[src/rtl/core/c20_pkg.sv]
`timescale 1ns / 1ps
`default_nettype none
// ---------------------------------------------------------------------------
// c20_pkg
// Shared types, constants and block-function helpers for the stream core.
// ---------------------------------------------------------------------------
package c20_pkg;

    localparam int DOUBLE_ROUNDS_DEF = 10;

    localparam logic [31:0] SIGMA_0 = 32'h61707865;
    localparam logic [31:0] SIGMA_1 = 32'h3320646e;
    localparam logic [31:0] SIGMA_2 = 32'h79622d32;
    localparam logic [31:0] SIGMA_3 = 32'h6b206574;

    // configuration register indexes
    localparam logic [2:0] REG_KEY_0      = 3'd0;
    localparam logic [2:0] REG_KEY_1      = 3'd1;
    localparam logic [2:0] REG_KEY_2      = 3'd2;
    localparam logic [2:0] REG_KEY_3      = 3'd3;
    localparam logic [2:0] REG_NONCE_LOW  = 3'd4;
    localparam logic [2:0] REG_NONCE_HIGH = 3'd5;
    localparam logic [2:0] REG_INIT_CTR   = 3'd6;

    typedef logic [15:0][31:0] block_t;

    typedef struct packed {
        logic [63:0] key_0;
        logic [63:0] key_1;
        logic [63:0] key_2;
        logic [63:0] key_3;
        logic [63:0] nonce_low;
        logic [31:0] nonce_high;
    } cfg_t;

    // queued word, already clamped and masked
    typedef struct packed {
        logic [31:0] data;
        logic [31:0] mask;
        logic [2:0]  count;
        logic        start;
    } item_t;

    // back end to key generator: restart with a block counter
    typedef struct packed {
        logic        kick;
        logic [31:0] counter;
    } gen_ctl_t;

    typedef enum logic [1:0] {
        KG_LOAD,
        KG_RUN,
        KG_DONE
    } kg_state_t;

    function automatic logic [31:0] rotl(input logic [31:0] v, input int s);
        rotl = (v << s) | (v >> (32 - s));
    endfunction

    function automatic logic [3:0][31:0] quarter(input logic [31:0] a_in,
                                                 input logic [31:0] b_in,
                                                 input logic [31:0] c_in,
                                                 input logic [31:0] d_in);
        logic [31:0] a;
        logic [31:0] b;
        logic [31:0] c;
        logic [31:0] d;
        a = a_in;
        b = b_in;
        c = c_in;
        d = d_in;
        a = a + b; d = rotl(d ^ a, 16);
        c = c + d; b = rotl(b ^ c, 12);
        a = a + b; d = rotl(d ^ a, 8);
        c = c + d; b = rotl(b ^ c, 7);
        quarter = {d, c, b, a};
    endfunction

    // column round when diag is low, diagonal round when high
    function automatic block_t half_round(input block_t w, input logic diag);
        block_t           r;
        logic [3:0][31:0] q;
        r = w;
        if (!diag)
        begin
            q = quarter(w[0], w[4], w[8],  w[12]);
            r[0] = q[0]; r[4] = q[1]; r[8]  = q[2]; r[12] = q[3];
            q = quarter(w[1], w[5], w[9],  w[13]);
            r[1] = q[0]; r[5] = q[1]; r[9]  = q[2]; r[13] = q[3];
            q = quarter(w[2], w[6], w[10], w[14]);
            r[2] = q[0]; r[6] = q[1]; r[10] = q[2]; r[14] = q[3];
            q = quarter(w[3], w[7], w[11], w[15]);
            r[3] = q[0]; r[7] = q[1]; r[11] = q[2]; r[15] = q[3];
        end
        else
        begin
            q = quarter(w[0], w[5], w[10], w[15]);
            r[0] = q[0]; r[5] = q[1]; r[10] = q[2]; r[15] = q[3];
            q = quarter(w[1], w[6], w[11], w[12]);
            r[1] = q[0]; r[6] = q[1]; r[11] = q[2]; r[12] = q[3];
            q = quarter(w[2], w[7], w[8],  w[13]);
            r[2] = q[0]; r[7] = q[1]; r[8]  = q[2]; r[13] = q[3];
            q = quarter(w[3], w[4], w[9],  w[14]);
            r[3] = q[0]; r[4] = q[1]; r[9]  = q[2]; r[14] = q[3];
        end
        half_round = r;
    endfunction

    function automatic block_t make_init(input cfg_t cfg, input logic [31:0] ctr);
        block_t s;
        s[0]  = SIGMA_0;
        s[1]  = SIGMA_1;
        s[2]  = SIGMA_2;
        s[3]  = SIGMA_3;
        s[4]  = cfg.key_0[31:0];
        s[5]  = cfg.key_0[63:32];
        s[6]  = cfg.key_1[31:0];
        s[7]  = cfg.key_1[63:32];
        s[8]  = cfg.key_2[31:0];
        s[9]  = cfg.key_2[63:32];
        s[10] = cfg.key_3[31:0];
        s[11] = cfg.key_3[63:32];
        s[12] = ctr;
        s[13] = cfg.nonce_low[31:0];
        s[14] = cfg.nonce_low[63:32];
        s[15] = cfg.nonce_high;
        make_init = s;
    endfunction

endpackage
`default_nettype wire

[src/rtl/core/c20_back.sv]
`timescale 1ns / 1ps
`default_nettype none
// ---------------------------------------------------------------------------
// c20_back
// Holds the current keystream block, tracks the counter and drives results.
// ---------------------------------------------------------------------------
module c20_back (
    input  wire logic              clk,
    input  wire logic              rst_n,
    input  wire logic              head_valid,
    input  wire c20_pkg::item_t    head,
    output logic                   pop,
    input  wire logic              cfg_kick,
    input  wire logic [31:0]       initial_counter,
    output c20_pkg::gen_ctl_t      ctl,
    input  wire logic              gen_done,
    input  wire c20_pkg::block_t   gen_block,
    output logic                   out_valid,
    input  wire logic              out_stall,
    output logic [31:0]            data_out,
    output logic [2:0]             byte_count_out
);

    c20_pkg::block_t cur_reg;
    logic            cur_valid_reg, cur_valid_next;
    logic [3:0]      wpos_reg, wpos_next;
    logic [31:0]     ctr_reg, ctr_next;
    logic            taken_reg, taken_next;
    logic            out_valid_reg, out_valid_next;
    logic [31:0]     data_out_reg;
    logic [2:0]      count_out_reg;
    logic            start_pend;
    logic            load_blk;

    assign start_pend = head_valid && head.start && !taken_reg;
    assign load_blk   = gen_done && !cur_valid_reg && !start_pend && !cfg_kick;
    assign pop        = head_valid && !start_pend && cur_valid_reg
                        && (!out_valid_reg || !out_stall);

    // control next values
    always_comb
    begin
        cur_valid_next = cur_valid_reg;
        wpos_next      = wpos_reg;
        ctr_next       = ctr_reg;
        taken_next     = taken_reg;
        ctl.kick       = 1'b0;
        ctl.counter    = ctr_reg;
        if (start_pend)
        begin
            cur_valid_next = 1'b0;
            ctr_next       = initial_counter;
            taken_next     = 1'b1;
            ctl.kick       = 1'b1;
            ctl.counter    = initial_counter;
        end
        else if (cfg_kick)
        begin
            ctl.kick = 1'b1;
            // an untouched buffered block is rebuilt with the new settings
            if (cur_valid_reg && wpos_reg == 4'h0 && !pop)
            begin
                cur_valid_next = 1'b0;
                ctr_next       = ctr_reg - 32'd1;
                ctl.counter    = ctr_reg - 32'd1;
            end
        end
        else if (load_blk)
        begin
            cur_valid_next = 1'b1;
            wpos_next      = '0;
            ctr_next       = ctr_reg + 32'd1;
            ctl.kick       = 1'b1;
            ctl.counter    = ctr_reg + 32'd1;
        end
        if (pop)
        begin
            wpos_next  = wpos_reg + 1'b1;
            taken_next = 1'b0;
            if (wpos_reg == 4'hf)
            begin
                cur_valid_next = 1'b0;
            end
        end
        out_valid_next = pop || (out_valid_reg && out_stall);
    end

    always_ff @(posedge clk or negedge rst_n)
    begin
        if (!rst_n)
        begin
            cur_valid_reg <= 1'b0;
            wpos_reg      <= '0;
            ctr_reg       <= '0;
            taken_reg     <= 1'b0;
            out_valid_reg <= 1'b0;
        end
        else
        begin
            cur_valid_reg <= cur_valid_next;
            wpos_reg      <= wpos_next;
            ctr_reg       <= ctr_next;
            taken_reg     <= taken_next;
            out_valid_reg <= out_valid_next;
        end
    end

    // keystream buffer and output payload
    always_ff @(posedge clk)
    begin
        if (load_blk)
        begin
            cur_reg <= gen_block;
        end
        if (pop)
        begin
            data_out_reg  <= (head.data ^ cur_reg[wpos_reg]) & head.mask;
            count_out_reg <= head.count;
        end
    end

    assign out_valid      = out_valid_reg;
    assign data_out       = data_out_reg;
    assign byte_count_out = count_out_reg;

endmodule
`default_nettype wire

[config.mk]
export PLATFORM = sky130hd
export DESIGN_NAME = c20_back
export DESIGN_NICKNAME = d
export VERILOG_FILES = /design/src/rtl/core/c20_pkg.sv /design/src/rtl/core/c20_back.sv
export SDC_FILE = /design/constraint.sdc
export NUM_CORES = 1
export LEC_CHECK = 0
export BUFFER_PORTS_ARGS = -buffer_cell sky130_fd_sc_hd__buf_2
export CORE_AREA = 2 2 267 269
export CTS_CLUSTER_DIAMETER = 150
export DETAILED_ROUTE_END_ITERATION = 10
export DIE_AREA = 0 0 269 271
export PLACE_DENSITY = 0.65
export RECOVER_POWER = 25
export SYNTH_ARGS = -nofsm -noshare
export SYNTH_HDL_FRONTEND = slang
export SYNTH_SLANG_ARGS = --single-unit
[constraint.sdc]
create_clock -name clk -period 50.3 [get_ports clk]
set_input_delay 5.03 -clock clk [delete_from_list [all_inputs] [get_ports clk]]
set_output_delay 5.03 -clock clk [all_outputs]
set_load 0.05 [all_outputs]
# ---- Word-level counts from Yosys, hierarchy flattened
# Index checks and enable logic that the tools add are counted.
dict set report op_classes {
  n_reduce_logical 25
  n_eq_ne 3
  magnitude_cmp 1
  mux 21
  bitwise 2
  add_sub_neg 3
}
# cell n
set ops {}
lappend ops {{two-way mux 32 bit} 5}
lappend ops {{binary-select mux 32 bit (select 4 bit)} 1}
lappend ops {{two-way mux 33 bit} 3}
lappend ops {{adder 32 x 1 -> 32 bit (second input constant)} 1}
lappend ops {{bitwise AND 32 bit} 1}
lappend ops {{subtractor 32 x 1 -> 32 bit (second input constant)} 1}
lappend ops {{bitwise XOR 32 bit} 1}
lappend ops {{two-way mux 4 bit} 4}
lappend ops {{logical AND 1 bit} 11}
lappend ops {{two-way mux 1 bit} 8}
lappend ops {{logical NOT 1 bit} 7}
lappend ops {{< comparator 4 x 5 -> 1 bit (second input constant)} 1}
lappend ops {{adder 4 x 1 -> 4 bit (second input constant)} 1}
lappend ops {{== test 4 bit (second input constant)} 1}
lappend ops {{logical NOT 4 bit} 1}
lappend ops {{inequality test 2 bit (second input constant)} 2}
lappend ops {{nonzero test 2 bit} 2}
lappend ops {{AND reduction 3 bit} 1}
lappend ops {{nonzero test 3 bit} 1}
lappend ops {{logical OR 1 bit} 2}
dict set report word_totals {
  in_bits 618
  ff_bits 586
}

# ---- Longest topological paths before layout
# Gate-level depths: netlist (run 1).
dict set report logic_depth {
  ltp_word 13
  mapped_depth 14
  ltp_nobuf 8
}

# ---- Worst setup path before layout (run 1)
# Ideal clock, no wire load.
dict set report synth_timing {
  path_kind {input-to-output}
  start {input port gen_done}
  end {output port ctl[26] (netlist bit)}
  n_path_buf 1
  setup_slack_ps 22962
  t_arrival_ps 22308
  cell_stages 7
  cell_sequence {nor2b_1 and2_1 nand2_1 inv_1 clkbuf_1 a221oi_1 o21ai_0}
}
# item line_no
set synth_rtl {}
lappend synth_rtl {{from (decl)} c20_back.sv:16} ;# input wire logic gen_done,
lappend synth_rtl {{to (decl)} c20_back.sv:15} ;# output c20_pkg::gen_ctl_t ctl,

==> results of run 1 <==
[layout by cell type (no fill, tap or decap), types with 5 or more instances in the layout]
cell type and count:
sky130_fd_sc_hd__a22oi_1 8, sky130_fd_sc_hd__a21oi_1 30, sky130_fd_sc_hd__and2_1 35, sky130_fd_sc_hd__clkbuf_1 16, sky130_fd_sc_hd__o211ai_1 12, sky130_fd_sc_hd__clkinv_2 11
sky130_fd_sc_hd__or4_1 5, sky130_fd_sc_hd__o32ai_1 5, sky130_fd_sc_hd__mux2_2 24, sky130_fd_sc_hd__nor2_1 34, sky130_fd_sc_hd__diode_2 33, sky130_fd_sc_hd__dfrtp_1 35
sky130_fd_sc_hd__nand4_1 21, sky130_fd_sc_hd__nor4_1 7, sky130_fd_sc_hd__nand3_1 17, sky130_fd_sc_hd__clkinv_16 6, sky130_fd_sc_hd__o21ai_0 84, sky130_fd_sc_hd__or3_1 6
sky130_fd_sc_hd__buf_4 17, sky130_fd_sc_hd__mux4_2 96, sky130_fd_sc_hd__clkinv_1 14, sky130_fd_sc_hd__edfxtp_1 547, sky130_fd_sc_hd__xor2_1 39, sky130_fd_sc_hd__and3_1 8
sky130_fd_sc_hd__clkbuf_16 66, sky130_fd_sc_hd__nand2_1 95, sky130_fd_sc_hd__inv_1 6, sky130_fd_sc_hd__nor3_1 5, sky130_fd_sc_hd__buf_2 681, sky130_fd_sc_hd__mux2i_1 76
sky130_fd_sc_hd__xnor2_1 24, sky130_fd_sc_hd__a221oi_1 26
[synthesized netlist by cell type (16+ instances only)]
library cell / count / area share, %
sky130_fd_sc_hd__edfxtp_1: 547 / 68
sky130_fd_sc_hd__mux4_2: 96 / 9.0
sky130_fd_sc_hd__nand2_1: 95 / 1.5
sky130_fd_sc_hd__o21ai_0: 84 / 1.7
sky130_fd_sc_hd__mux2i_1: 76 / 3.2
sky130_fd_sc_hd__clkbuf_1: 50 / 0.78
sky130_fd_sc_hd__dfrtp_1: 39 / 4.0
sky130_fd_sc_hd__xor2_1: 39 / 1.4
sky130_fd_sc_hd__and2_1: 36 / 0.93
sky130_fd_sc_hd__nor2_1: 34 / 0.53
sky130_fd_sc_hd__a21oi_1: 30 / 0.62
sky130_fd_sc_hd__a221oi_1: 26 / 0.94
sky130_fd_sc_hd__mux2_2: 24 / 1.1
sky130_fd_sc_hd__xnor2_1: 24 / 0.87
sky130_fd_sc_hd__nand4_1: 21 / 0.54
sky130_fd_sc_hd__nand3_1: 17 / 0.35
sky130_fd_sc_hd__buf_2: 16 / 0.33
[per-layer routing]
| metal | track usage [%] | routed length, µm | vias up |
|---|---|---|---|
| met5 | 0 | 109 | - |
| met4 | 8.74 | 2450 | 18 |
| met2 | 32.3 | 36000 | 650 |
| li1 | - | - | 6960 |
| met3 | 5.09 | 5220 | 154 |
| met1 | 22.8 | 27300 | 7670 |
[per-stage QoR]
stage	std cells	power [mW]
4_1_cts	3067	1.60
2_1_floorplan	1387	1.02
3_3_place_gp	2950	1.12
5_1_grt	3099	1.65
3_5_place_dp	2950	1.13
6_report	3100	1.58
[area by class of cell]
type	instances	area, µm²
tap	940	1180
antenna	33	82.6
multi-input combinational	711	6360
timing repair buffer	705	3580
inverter	8	37.5
fill	6258	39000
clock buffer	77	1690
sequential	586	17400
clock inverter	40	425
[cell families after synthesis]
family / count (synthesis) / synth area share [%]
and+or+nand+nor: 259 / 5.59
DFF: 586 / 72.1
AOI/OAI and AO/OA: 189 / 4.96
buffers and inverters: 90 / 1.68
adders and majority gates: 4 / 0.207
xor gates and xnor gates: 63 / 2.28
muxes: 196 / 13.2
[worst reg2reg max path, cell delays in order (launching register included)]
cell                      delay (ns)
sky130_fd_sc_hd__dfrtp_1        0.47
sky130_fd_sc_hd__nor2b_1        0.30
sky130_fd_sc_hd__and2_1         0.35
sky130_fd_sc_hd__nand2_1        0.36
sky130_fd_sc_hd__inv_8          0.73
sky130_fd_sc_hd__buf_4          0.91
sky130_fd_sc_hd__buf_4          1.02
sky130_fd_sc_hd__buf_4          0.90
[path summary, 6_finish.rpt]
check	startpoint	to	cells past startpoint
worst max register to register	cur_valid_reg$_DFF_PN0_	cur_reg[397]$_DFFE_PN_	7
worst max-delay path	head[0]	ctl[22]	10
max in group asynchronous	rst_n	wpos_reg[1]$_DFFE_PN0P_	1
worst min register to register	taken_reg$_DFFE_PN0P_	taken_reg$_DFFE_PN0P_	2
min in group asynchronous	rst_n	ctr_reg[30]$_DFFE_PN0P_	1
worst min-delay path	taken_reg$_DFFE_PN0P_	taken_reg$_DFFE_PN0P_	2
[report_power, final]
| part | switching, mW | internal (mW) |
|---|---|---|
| Sequential | 0.0512 | 0.613 |
| Combinational | 0.272 | 0.176 |
| Clock | 0.205 | 0.262 |
==> results.py, run 1 <==
metrics = {
    "sta": {
        "tightest_slew_ns": 1.22,
        "final_hold_slack_ns": 0.535,
        "setup_ws_ns": 36.83,
        "tns_ns": 0,
        "hold_viol_final": 0,
        "final_max_slew_viol_count": 0,
        "skew_ns": 0.0438,
        "slew-limit-headroom_pct": 19.0,
        "fmax_mhz": 74.2,
        "rsz0062_at_grt": "no",
        "final_min_period_over_clock_period_pct": 26.8,
        "finalSetupViolations": 0,
        "finalCriticalPeriod_ns": 13.47,
    },
    "grt": {
        "grt_antenna_before_repair": 45,
        "grt_pass1_wl_um": 103000,
        "via_count_of_the_first_global_routing_pass": 16632,
        "grt_max_degree": 128,
        "total_congestion_overflow": 0,
        "all_layer_global_routing_usage_pct": 19.2,
    },
    "final_layout": {
        "nets": 2700,
        "post-route-util_pct": 44.1,
        "number_of_flip_flops_in_the_largest_register": 512,
        "final_design_area_no_fill_mm2": 0.0308,
        "fraction_of_layout_cells_with_a_size_suffix_above_1_pct": 44.0,
        "area.growth.synth_to_final_pct": 27.4,
    },
    "clock_tree": {
        "insertion_delay_ns": 0.63,
        "ctsHoldBuffers": 0,
        "cts.clk_slew.worst_paths_ns": 0.06,
        "cts_root_buffer": "sky130_fd_sc_hd__clkbuf_16",
        "cts_post_setup_buffers_inserted": 0,
        "cts_tree": "done",
        "inserted_clock_buffers": 66,
        "cts.sinks": 586,
        "cts_resized": 0,
        "cts-htree-levels": 3,
        "clock_tree.buffer_depth": 3,
    },
    "worst_setup_path": {
        "critPathSlowestCell": "sky130_fd_sc_hd__or4_1",
        "cp_max_fo": 25,
        "end_kind": "primary output",
        "setup.worst_path.start_class": "primary input",
        "r2r_setup_slack_ns": 44.83,
        "timing.critical_path.arrival_ns": 8.44,
        "crit_family": "simple AND/OR/NAND/NOR gates",
        "crit_path_max_incr_delay_ns": 0.63,
        "critPathMostFrequentCell": "sky130_fd_sc_hd__buf_2",
        "type_of_the_worst_setup_path": "in2out",
        "critical_path.n_buffers_inverters": 4,
        "timing.critical_path.cells": "buf_2, nor2b_1, or3_1, inv_2, buf_4, or4_1, nor2_1, xor2_1, a221o_1, buf_2",
        "cp.required_ns": 45.27,
    },
    "floorplan": {
        "fp.dieH_um": 271,
        "die_w_um": 269,
        "start_util_pct": 34.6,
        "design.portCount": 688,
        "fp.dieArea_mm2": 0.0729,
        "core_region_area_mm2": 0.0698,
        "rows": 97,
    },
    "yosys": {
        "yosys_most_used_dff": "sky130_fd_sc_hd__edfxtp_1",
        "edff_count_synth": 547,
        "async_reset_ff_share_pct": 6.66,
        "yosysUniqueCellTypes": 59,
        "yosysWarningCount": 0,
        "ys_seq_elements": 586,
        "synth_sequential_area_ratio_pct": 72.1,
        "mappedNetlistArea_mm2": 0.0241,
        "synth.net_count": 2009,
        "syn-instance-count": 1387,
        "per_instance_average_area_after_synthesis_um2": 17.4,
    },
    "min_path": {
        "hp-class": "reg2reg",
    },
    "power": {
        "irDropWorstVdd_uv": 34.9,
        "cellPowerDensity_mw_per_mm2": 51.3,
        "p_leak_nw": 11.2,
    },
    "placement": {
        "dp_hpwl_um": 50800,
        "dpl_worst_slack_ns": 36.85,
        "postPlaceCellArea_mm2": 0.0286,
        "place_congestion": 0.893,
        "port_buffers": 687,
    },
    "route": {
        "detail_route.drc_violations": 0,
        "drt_first_pass_iters": 5,
        "post_detailed_route_wirelength_per_cell_um": 22.9,
        "drtIter0Drc": 1267,
        "post_route_ant_nets": 0,
        "post_drt_via_cell_ratio": 4.98,
        "vias": 15452,
        "detail_route.wirelength_um": 71100,
    },
    "outcome": {
        "outcome": "complete, no violations",
    },
    "job": {
        "maxCapViolCount": 0,
    },
}
No activity file was read; power rests on OpenSTA's default activity.
==> run 2: changes to the inputs <==
--- a/config.mk
+++ b/config.mk
@@ -6,11 +6,11 @@
 export NUM_CORES = 1
 export LEC_CHECK = 0
 export BUFFER_PORTS_ARGS = -buffer_cell sky130_fd_sc_hd__buf_2
-export CORE_AREA = 2 2 267 269
+export CORE_AREA = 2 2 266 268
 export CTS_CLUSTER_DIAMETER = 150
 export DETAILED_ROUTE_END_ITERATION = 10
-export DIE_AREA = 0 0 269 271
-export PLACE_DENSITY = 0.65
+export DIE_AREA = 0 0 268 270
+export PLACE_DENSITY = 0.67
 export RECOVER_POWER = 25
 export SYNTH_ARGS = -nofsm -noshare
 export SYNTH_HDL_FRONTEND = slang
==> constraint.sdc (replaced) <==
create_clock -name clk -period 10.9 [get_ports clk]
set_input_delay 1.09 -clock clk [delete_from_list [all_inputs] [get_ports clk]]
set_output_delay 1.09 -clock clk [all_outputs]
set_load 0.05 [all_outputs]
==> run 2 against run 1 <==
Against the previous run: critical path depth fell by 1; largest cell class unchanged; clock power increased to 5.0 times the previous value; critical endpoint is now ctl[28]; global-route usage grew 0.18 points; largest power group unchanged; first-iteration DRC count fell by 0.55%; critical path type unchanged; clock skew decreased by 0.026 ns.
==> results.py, run 2 (synthesis gave the netlist of run 1 again) <==
metrics = {
    "outcome": {
        "outcome": "complete, no violations",
    },
    "min_path": {
        "hp-class": "reg2reg",
    },
    "placement": {
        "dp_cells": 2946,
        "port_buffers": 687,
        "place_congestion": 0.943,
        "dp_hpwl_um": 51000,
        "postPlaceCellArea_mm2": 0.0286,
    },
    "sta": {
        "final_hold_slack_ns": 0.547,
        "final_max_slew_viol_count": 0,
        "final_min_period_over_clock_period_pct": 49.8,
        "finalSetupViolations": 0,
        "skew_ns": 0.0182,
        "tns_ns": 0,
        "tightest_slew_ns": 1.15,
        "hold_viol_final": 0,
        "finalCriticalPeriod_ns": 5.43,
        "fmax_mhz": 184,
        "slew-limit-headroom_pct": 23.1,
        "rsz0062_at_grt": "no",
    },
    "final_layout": {
        "post-route-util_pct": 44.5,
        "number_of_flip_flops_in_the_largest_register": 512,
        "most-common-layout-cells": "687 x sky130_fd_sc_hd__buf_2, 547 x sky130_fd_sc_hd__edfxtp_1, 96 x sky130_fd_sc_hd__mux4_2",
        "layout.cells.non_filler": 3103,
        "nets": 2697,
        "n_fill_cell": 6160,
        "final_design_area_no_fill_mm2": 0.0310,
        "area.growth.synth_to_final_pct": 28.2,
        "mostFrequentLayoutCell": "sky130_fd_sc_hd__buf_2",
        "fraction_of_layout_cells_with_a_size_suffix_above_1_pct": 44.6,
    },
    "route": {
        "vias": 15587,
        "post_detailed_route_wirelength_per_cell_um": 23.0,
        "drt_first_pass_iters": 5,
        "detail_route.drc_violations": 0,
        "post_drt_via_cell_ratio": 5.02,
        "detail_route.wirelength_um": 71500,
        "drtIter0Drc": 1260,
        "post_route_ant_nets": 0,
    },
    "grt": {
        "grt_pass1_wl_um": 102000,
        "grt_max_degree": 188,
        "grt_antenna_before_repair": 46,
        "all_layer_global_routing_usage_pct": 19.3,
        "via_count_of_the_first_global_routing_pass": 16246,
        "total_congestion_overflow": 0,
    },
    "clock_tree": {
        "cts_post_setup_buffers_inserted": 0,
        "cts_root_buffer": "sky130_fd_sc_hd__clkbuf_16",
        "cts_tree": "done",
        "cts-htree-levels": 3,
        "inserted_clock_buffers": 67,
        "cts.sinks": 586,
        "ctsHoldBuffers": 0,
        "cts.clk_slew.worst_paths_ns": 0.06,
        "insertion_delay_ns": 0.61,
        "clock_tree.buffer_depth": 3,
        "cts_resized": 0,
    },
    "worst_setup_path": {
        "crit_path_max_incr_delay_ns": 0.56,
        "end_kind": "primary output",
        "critPathSlowestCell": "sky130_fd_sc_hd__or3_4",
        "type_of_the_worst_setup_path": "in2out",
        "cp_max_fo": 26,
        "cp.required_ns": 9.81,
        "timing.critical_path.cells": "buf_2, nor2b_1, or3_1, inv_2, or3_4, o41a_1, or3_1, a31oi_1, buf_2",
        "setup.worst_path.start_class": "primary input",
        "timing.critical_path.arrival_ns": 4.34,
    },
    "floorplan": {
        "design.portCount": 688,
        "fp.dieH_um": 270,
        "fp.dieArea_mm2": 0.0724,
        "start_util_pct": 34.7,
        "core_region_area_mm2": 0.0695,
        "die_w_um": 268,
        "rows": 97,
    },
    "power": {
        "cellPowerDensity_mw_per_mm2": 241,
        "p_leak_nw": 11.3,
        "irDropWorstVdd_uv": 198,
    },
    "job": {
        "maxCapViolCount": 0,
    },
}
## run 2: cell types whose count changed in the layout (fill, tap and decap cells not counted), sizes merged
cell	before	now
diode	33	36
clkbuf	82	77
clkinv	32	28
clkinvlp	4	6
bufinv	3	8
inv	9	10
buf	700	701
## run 2: area by class of cell
class                   instances  area [µm²]  area share, %
inverters                       8        37.5          0.121
clock inverters                44         526           1.70
multi-input cells             711        6360           20.5
well taps                     940        1180           3.80
clock buffers                  77        1780           5.73
repair buffers                701        3580           11.6
diodes                         36        90.1          0.291
flip-flops and latches        586       17400           56.3
## run 2: through the flow
step / power, mW / setup slack [ns]
2_1_floorplan: 4.58 / 2.70
3_3_place_gp: 5.17 / 5.55
3_5_place_dp: 5.20 / 5.50
4_1_cts: 7.54 / 5.50
5_1_grt: 7.78 / 5.30
6_report: 7.46 / 5.47
## run 2: critical path, delay by kind of cell
kind            cells  cell delay (ns)
compound gates      2             0.60
buf+inv             3             0.97
simple gates        4             1.67
## run 2: per-layer routing
metal	GRT usage, %	share of wire (%)	wire [µm]	up-vias
li1	-	-	-	6963
met1	23.5	38	27200	7726
met2	32.5	51	36500	726
met3	4.72	7.6	5460	158
met4	8.59	3.3	2340	14
met5	0	0.091	65	-
## run 2: path summary, 6_finish.rpt
check	start	end	slack (ns)	cells past startpoint
setup / recovery	head[0]	ctl[28]	5.47	9
hold / removal	taken_reg$_DFFE_PN0P_	taken_reg$_DFFE_PN0P_	0.55	2
setup reg to reg	cur_valid_reg$_DFF_PN0_	cur_reg[12]$_DFFE_PN_	7.15	5
hold reg to reg	taken_reg$_DFFE_PN0P_	taken_reg$_DFFE_PN0P_	0.55	2
max in group asynchronous	rst_n	wpos_reg[1]$_DFFE_PN0P_	9.54	1
min in group asynchronous	rst_n	ctr_reg[17]$_DFFE_PN0P_	0.65	1
## run 2: report_power, final
group | switching (mW) | internal (mW) | total, mW
Clock | 0.941 | 1.38 | 2.32
Combinational | 1.22 | 0.814 | 2.04
Sequential | 0.272 | 2.83 | 3.10
==> run 3: changes to the inputs <==
==> constraint.sdc (replaced) <==
create_clock -name clk -period 4.64 [get_ports clk]
set_input_delay 0.464 -clock clk [delete_from_list [all_inputs] [get_ports clk]]
set_output_delay 0.464 -clock clk [all_outputs]
set_load 0.05 [all_outputs]
==> run 3 against run 2 <==
Against the previous run: register-to-register slack lost 5.9 ns; combinational power grew to 2.7 times the previous value; global-route usage grew 3.2 points; die area is the same; non-clock buffer count grew 514; critical path type is now reg2out; largest power group unchanged.
==> results.py, run 3 (synthesis gave the netlist of run 1 again) <==
metrics = {
    "worst_setup_path": {
        "cp.required_ns": 4.18,
        "type_of_the_worst_setup_path": "reg2out",
        "setup.worst_path.start_class": "register",
        "timing.critical_path.cells": "nor2b_1, or3_1, inv_2, buf_4, or4_1, nor2_1, xor2_1, a221o_1, buf_2",
        "cp_max_fo": 25,
        "timing.critical_path.arrival_ns": 3.56,
        "critPathSlowestCell": "sky130_fd_sc_hd__or4_1",
        "crit_path_max_incr_delay_ns": 0.64,
        "end_kind": "primary output",
    },
    "final_layout": {
        "final_design_area_no_fill_mm2": 0.0357,
        "fraction_of_layout_cells_with_a_size_suffix_above_1_pct": 34.1,
        "layout.cells.non_filler": 3590,
        "n_fill_cell": 5547,
        "mostFrequentLayoutCell": "sky130_fd_sc_hd__buf_2",
        "post-route-util_pct": 51.3,
        "nets": 3205,
        "area.growth.synth_to_final_pct": 47.8,
        "most-common-layout-cells": "644 x sky130_fd_sc_hd__buf_2, 547 x sky130_fd_sc_hd__edfxtp_1, 504 x sky130_fd_sc_hd__dlygate4sd3_1",
        "number_of_flip_flops_in_the_largest_register": 512,
    },
    "clock_tree": {
        "cts_resized": 0,
        "cts.sinks": 586,
        "insertion_delay_ns": 0.64,
        "inserted_clock_buffers": 61,
        "cts.clk_slew.worst_paths_ns": 0.06,
        "cts_root_buffer": "sky130_fd_sc_hd__clkbuf_16",
        "cts_tree": "done",
        "cts_post_setup_buffers_inserted": 0,
        "clock_tree.buffer_depth": 3,
        "cts-htree-levels": 2,
    },
    "route": {
        "drt_first_pass_iters": 5,
        "drtIter0Drc": 1657,
        "post_drt_via_cell_ratio": 5.04,
        "detail_route.drc_violations": 0,
        "post_detailed_route_wirelength_per_cell_um": 23.2,
        "detail_route.wirelength_um": 83300,
        "vias": 18076,
        "post_route_ant_nets": 0,
    },
    "sta": {
        "final_min_period_over_clock_period_pct": 86.7,
        "fmax_mhz": 249,
        "finalSetupViolations": 0,
        "tns_ns": 0,
        "tightest_slew_ns": 0.995,
        "skew_ns": 0.0376,
        "finalCriticalPeriod_ns": 4.02,
        "rsz0062_at_grt": "no",
        "final_max_slew_viol_count": 0,
        "slew-limit-headroom_pct": 33.6,
        "hold_viol_final": 0,
    },
    "power": {
        "irDropWorstVdd_uv": 373,
        "p_leak_nw": 13.2,
        "cellPowerDensity_mw_per_mm2": 491,
    },
    "grt": {
        "grt_max_degree": 162,
        "total_congestion_overflow": 0,
        "groute.layer.met3.usage_pct": 4.43,
        "via_count_of_the_first_global_routing_pass": 20043,
        "all_layer_global_routing_usage_pct": 22.5,
        "grt_antenna_before_repair": 19,
        "grt_pass1_wl_um": 121000,
        "globalRouteMet1Util_pct": 26.1,
        "top_usage_layer": "met2",
        "grtUsageMet2_pct": 40.2,
    },
    "floorplan": {
        "die_w_um": 268,
        "start_util_pct": 34.7,
        "fp.dieArea_mm2": 0.0724,
        "core_region_area_mm2": 0.0695,
        "design.portCount": 688,
        "rows": 97,
        "fp.dieH_um": 270,
    },
    "placement": {
        "dp_hpwl_um": 52500,
        "postPlaceCellArea_mm2": 0.0287,
        "place_congestion": 0.932,
        "port_buffers": 687,
        "dp_cells": 2956,
    },
    "min_path": {
        "hp-class": "in2reg",
    },
    "outcome": {
        "outcome": "complete, no violations",
    },
    "job": {
        "maxCapViolCount": 0,
    },
}
-- run 3: cell types whose count changed in the layout (fill, tap and decap cells not counted), sizes merged --
cell / before / now
clkinvlp: 6 / 1
dlygate4sd3: 0 / 504
diode: 36 / 17
clkinv: 28 / 20
buf: 701 / 668
clkbuf: 77 / 129
inv: 10 / 8
bufinv: 8 / 6
-- run 3: area by class of cell --
| type | count | area, µm² | share of cell area (%) |
|---|---|---|---|
| sequential | 586 | 17400 | 48.8 |
| timing repair buffer | 1215 | 8660 | 24.3 |
| multi-input combinational | 711 | 6350 | 17.8 |
| clock buffer | 86 | 1660 | 4.65 |
| tap | 940 | 1180 | 3.30 |
| clock inverter | 27 | 349 | 0.978 |
| antenna | 17 | 42.5 | 0.119 |
| inverter | 8 | 37.5 | 0.105 |
-- run 3: worst paths after layout --
| check | startpoint | slack, ns | depth (start not counted) | endpoint |
|---|---|---|---|---|
| max | taken_reg$_DFFE_PN0P_ | 0.62 | 9 | ctl[22] |
| min | gen_block[8] | 0.04 | 1 | cur_reg[8]$_DFFE_PN_ |
| max reg2reg | wpos_reg[0]$_DFFE_PN0P_ | 1.24 | 8 | data_out[9]$_DFFE_PP_ |
| min reg2reg | taken_reg$_DFFE_PN0P_ | 0.59 | 2 | taken_reg$_DFFE_PN0P_ |
| max in group asynchronous | rst_n | 3.33 | 2 | wpos_reg[1]$_DFFE_PN0P_ |
| min in group asynchronous | rst_n | 0.58 | 2 | ctr_reg[18]$_DFFE_PN0P_ |
-- run 3: report_power, final --
part / total (mW) / leakage (nW) / switching [mW] / internal, mW
combinational: 5.44 / 6.70 / 3.23 / 2.21
clock: 4.95 / 0.973 / 2.12 / 2.84
sequential: 7.11 / 5.50 / 0.468 / 6.65
-- run 3: through the flow --
stage	power, mW	hold slack [ns]	setup slack, ns
finish	17.5	0.0426	0.618
global route	18.3	0.00627	0.358
CTS	17.5	0.00132	0.578
detailed placement	12.2	0.572	1.05
global placement	12.1	0.539	1.11
floorplan	10.7	0.168	0.107
-- run 3: timing repair --
item                       4_1_cts  5_1_grt
hold endpoints to repair       506        0
setup endpoints to repair        0        0
hold buffers                   504        0
-- run 3: worst max-delay path, delay by kind of cell, from the launching register on --
| family | cells | cell delay (ns) |
|---|---|---|
| DFF | 1 | 0.40 |
| buffers and inverters | 3 | 0.64 |
| AOI/OAI and AO/OA | 1 | 0.17 |
| xor gates and xnor gates | 1 | 0.22 |
| and+or+nand+nor | 4 | 1.51 |
-- run 3: routing by layer --
metal  wire, µm  share of wire (%)
met5          2             0.0024
met4       3350                4.0
met3       5870                7.0
met2      43100                 52
met1      30900                 37
